$ cat config.mk
export PLATFORM = sky130hd
export DESIGN_NAME = ogmr_mul
export DESIGN_NICKNAME = d
export VERILOG_FILES = /design/src/rtl/core/ogmr_pkg.sv /design/src/rtl/core/ogmr_mul.sv
export SDC_FILE = /design/constraint.sdc
export NUM_CORES = 2
export LEC_CHECK = 0
export ABC_AREA = 1
export BUFFER_PORTS_ARGS = -buffer_cell sky130_fd_sc_hd__buf_2
export CAP_MARGIN = 10
export CORE_ASPECT_RATIO = 1.25
export CORE_UTILIZATION = 45
export DETAILED_ROUTE_END_ITERATION = 8
export PLACE_DENSITY = 0.68
export SKIP_LAST_GASP = 1
export SLEW_MARGIN = 40
export SYNTH_ARGS = -nofsm -noshare
export SYNTH_HDL_FRONTEND = slang
export SYNTH_SLANG_ARGS = --single-unit
$ cat constraint.sdc
create_clock -name clk -period 15.68 [get_ports clk]
set_input_delay 0 -clock clk [delete_from_list [all_inputs] [get_ports clk]]
set_output_delay 0 -clock clk [all_outputs]
set_load 0.005 [all_outputs]
$ cat src/rtl/core/ogmr_pkg.sv
// Shared types, constants and codes for the occupancy grid mark and raycast block.
`default_nettype none
package ogmr_pkg;
    localparam int MAX_SIDE  = 512;
    localparam int SIDE_W    = 9;
    localparam int ADDR_W    = 2 * SIDE_W;
    localparam int COORD_W   = 24;
    localparam int CELL_W    = 26;
    localparam int MUL_W     = 26;
    localparam int PROD_W    = 2 * MUL_W;
    localparam int FRAC_W    = 16;
    localparam int ACC_W     = 40;
    localparam int K_W       = 12;
    localparam int DIM_W     = 10;
    localparam int CFG_IDX_W = 3;

    localparam logic signed [COORD_W:0] HALF_BOX = 25'sd128;

    localparam logic [1:0] MODE_MARK  = 2'd0;
    localparam logic [1:0] MODE_RAY   = 2'd1;
    localparam logic [1:0] MODE_READ  = 2'd2;
    localparam logic [1:0] MODE_SPARE = 2'd3;

    localparam logic [1:0] CELL_UNKNOWN  = 2'd0;
    localparam logic [1:0] CELL_FREE     = 2'd1;
    localparam logic [1:0] CELL_OCCUPIED = 2'd2;

    localparam logic [2:0] STAT_DONE     = 3'd0;
    localparam logic [2:0] STAT_EXCLUDED = 3'd1;
    localparam logic [2:0] STAT_RANGE    = 3'd2;
    localparam logic [2:0] STAT_OUTSIDE  = 3'd3;
    localparam logic [2:0] STAT_BLOCKED  = 3'd4;

    localparam logic [CFG_IDX_W-1:0] REG_ORIGIN_X   = 3'd0;
    localparam logic [CFG_IDX_W-1:0] REG_ORIGIN_Y   = 3'd1;
    localparam logic [CFG_IDX_W-1:0] REG_CELLS_PER_M = 3'd2;
    localparam logic [CFG_IDX_W-1:0] REG_RANGE      = 3'd3;
    localparam logic [CFG_IDX_W-1:0] REG_MAP_W      = 3'd4;
    localparam logic [CFG_IDX_W-1:0] REG_MAP_H      = 3'd5;

    typedef struct packed {
        logic [1:0]                mode;
        logic signed [COORD_W-1:0] point_x;
        logic signed [COORD_W-1:0] point_y;
        logic signed [COORD_W-1:0] sensor_x;
        logic signed [COORD_W-1:0] sensor_y;
        logic signed [COORD_W-1:0] peer_x;
        logic signed [COORD_W-1:0] peer_y;
        logic [SIDE_W-1:0]         cell_x;
        logic [SIDE_W-1:0]         cell_y;
    } in_beat_t;

    typedef struct packed {
        logic [2:0]  status;
        logic [10:0] cells_written;
        logic [1:0]  cell_state;
    } out_beat_t;

    typedef struct packed {
        logic              en;
        logic [ADDR_W-1:0] addr;
        logic [1:0]        data;
    } grid_wr_t;
endpackage
`default_nettype wire

$ cat src/rtl/core/ogmr_mul.sv
// Shared signed multiplier with registered product.
`default_nettype none
module ogmr_mul (
    input  wire logic                                  clk,
    input  wire logic signed [ogmr_pkg::MUL_W-1:0]     a,
    input  wire logic signed [ogmr_pkg::MUL_W-1:0]     b,
    output logic signed [ogmr_pkg::PROD_W-1:0]         p
);
    always_ff @(posedge clk)
    begin
        p <= a * b;
    end
endmodule
`default_nettype wire

==> flow_metrics.env <==
export IMPL_gp_congestion=0.954
export IMPL_synth_area_leader_cell="fa_1"
export IMPL_grt_max_degree=28
export IMPL_first_global_vias=23200
export IMPL_crit_type="in -> reg"
export IMPL_synth_ff_latch_count=52
export IMPL_netlist_area_sq_um=27400
export IMPL_antenna_found_initial=1
export IMPL_placementRows=100
export IMPL_hold_class="in -> reg"
export IMPL_ys_flop_type="dfxtp_1"
export IMPL_largestRegisters="p x52"
export IMPL_synthTopCellsByArea="fa_1 (52%), inv_1 (16%), nand2_1 (13%), ha_1 (6.7%), dfxtp_1 (3.8%)"
export IMPL_grt_use_total_pct=25.4
export IMPL_initial_core_util_pct=45.8
export IMPL_synth_top_family_by_area="adder cells"
export IMPL_cts_root_buffer="clkbuf_16"
export IMPL_grt_first_pass_wirelength_um=122000
export IMPL_max_cap_violations=0
export IMPL_cts_resized=0
export IMPL_ios=105
export IMPL_clock_sinks=52
export IMPL_coreArea_sq_um=59800
export IMPL_grt_overflow=0
export IMPL_final_antenna_net_count=0
export IMPL_dp_cells=4215
export IMPL_largest_reg_flops=52
export IMPL_slew_limit_headroom_pct=47.0
export IMPL_routed_wirelength_um=73200
export IMPL_syn_nets=4404
export IMPL_fin_crit_sh_pct=41.7
export IMPL_synth_simple_area_share_pct=16.8
export IMPL_die_h_um=278
export IMPL_fmax_mhz=153
export IMPL_setup_viol=0
export IMPL_yosysWarnings=0
export IMPL_cts_tree="done"
export IMPL_post_dp_hpwl_um=61700
export IMPL_postCtsSetupBuffers=0
export IMPL_cts_buffers=5
export IMPL_post_synth_cell_area_avg_sq_um=7.84
export IMPL_cp_arrival_ns=6.75
export IMPL_n_fill_cell=5980
export IMPL_rsz0062_at_grt="no"
export IMPL_final_util_pct=47.6
export IMPL_drtIter0Drc=1083
export IMPL_dr_total_vias=20900
export IMPL_worst_pin_slew_ns=0.796
export IMPL_area_growth_pct=4.01
export IMPL_cp_data_required_time_ns=15.90
export IMPL_path_max_fanout=26
export IMPL_htree_levels=2
export IMPL_synthAdderAreaFrac_pct=58.6
export IMPL_finalNetCount=4366
export IMPL_ys_top_cells_by_count="inv_1 (1,139), nand2_1 (958), fa_1 (710)"
export IMPL_ctsHoldBuffers=0
export IMPL_clkSlewWorstSetupHoldPaths_ns=0.09
export IMPL_critPathCaptureType="flip-flop"
export IMPL_fin_crit_ns=6.53
export IMPL_yosysUniqueCellTypes=34
export IMPL_stdcell_count=4224
export IMPL_outcome="finished, final reports clean"
export IMPL_vias_per_cell=4.94
export IMPL_die_area_sq_um=61900
export IMPL_yosysTopAreaCellShare_pct=51.9
export IMPL_async_flop_share_pct=0
export IMPL_synth_xor_area_share_pct=1.15
export IMPL_die_x_um=223
export IMPL_cts_buffer_depth=2
export IMPL_synth_compound_area_share_pct=1.91
export IMPL_first_pass_iters=5
export IMPL_synth_edf_count=0
export IMPL_finalHoldViolCount=0
export IMPL_syn_inst=3495
export IMPL_fin_tns_setup_ns=0
export IMPL_io_buffers=104
export IMPL_slew_viol_final=0
export IMPL_startpoint_type="input pin"
export IMPL_wire_per_inst_um=17.3
export IMPL_drc_errors=0
export IMPL_regMostFlops="p"
export IMPL_synth_most_common_cell="inv_1"
export IMPL_synthMuxAreaShare_pct=0
export IMPL_drive_above_1_share_pct=4.45
export IMPL_ys_seq_area_share_pct=3.80
area by class of cell:
type	instances	area (sq um)	area share, %
antenna	1	2.50	0.00879
clock buffer	5	125	0.439
clock inverter	3	27.5	0.0966
inverter	1144	4290	15.1
multi-input combinational	2144	21500	75.4
sequential	52	1040	3.65
tap	765	957	3.36
timing repair buffer	110	566	1.99
placed cells by master (no fill, tap or decap), types with 3 or more instances in the layout:
master and count:
nor3_1 8, nor2_2 9, o21ai_0 18, o21ai_1 6, a21oi_2 3, nand2_1 958
nor2_1 82, nand4_1 19, ha_1 146, nand3_2 3, nand3_1 52, fa_1 709
clkbuf_16 5, inv_1 1139, inv_2 3, xor2_1 28, buf_4 6, a21oi_1 56
dfxtp_1 52, buf_2 104, or2_2 4, o21bai_1 12, nand2_2 8, xnor2_1 8
logic make-up (layout without fill, tap and decap cells):
logic type / after synthesis / count (layout)
XOR/XNOR: 36 / 36
flip-flops: 52 / 52
AO/OA/AOI/OAI: 96 / 96
buffers and inverters: 1299 / 1262
adder cells (fa/ha/maj): 856 / 856
AND/OR/NAND/NOR: 1156 / 1156
other: 0 / 1
final timing paths:
path / cells past startpoint / to / slack [ns] / start
hold / removal: 3 / p[0] / 0.19 / b[0]
setup / recovery: 22 / p[45] / 9.15 / b[2]
per-stage QoR:
step           worst slack (ns)  area, sq um  hold WS, ns
2_1_floorplan              9.53        27400        0.284
3_3_place_gp               8.87        28300        0.376
3_5_place_dp               8.83        28300        0.375
4_1_cts                    9.14        28500        0.199
5_1_grt                    8.72        28500        0.238
6_report                   9.15        28500        0.193
worst max-delay path, stage by stage:
cell and delay [ns]:
buf_2 0.44, nand2_1 0.17, inv_1 0.17, fa_1 0.55
fa_1 0.68, inv_1 0.21, fa_1 0.57, inv_1 0.41
fa_1 0.54, fa_1 0.57, fa_1 0.43, fa_1 0.45
ha_1 0.41, nand2_1 0.12, inv_1 0.08, nand2_1 0.10
nor2_1 0.22, nand2_1 0.07, inv_1 0.09, nand4_1 0.23
nand4_1 0.16, nand2_1 0.06
layer usage:
| layer | vias up | global-route usage [%] | routed length (um) | share of wire (%) |
|---|---|---|---|---|
| li1 | 9483 | - | - | - |
| met1 | 10600 | 29.3 | 27300 | 37 |
| met2 | 612 | 49.0 | 40200 | 55 |
| met3 | 173 | 1.58 | 2830 | 3.9 |
| met5 | - | 0 | 0 | 0 |
| met4 | 0 | 8.72 | 2920 | 4.0 |
Power is left out: the tool's default activity adds up to more than one toggle a clock period on the data nets, which glitch-free logic cannot reach.
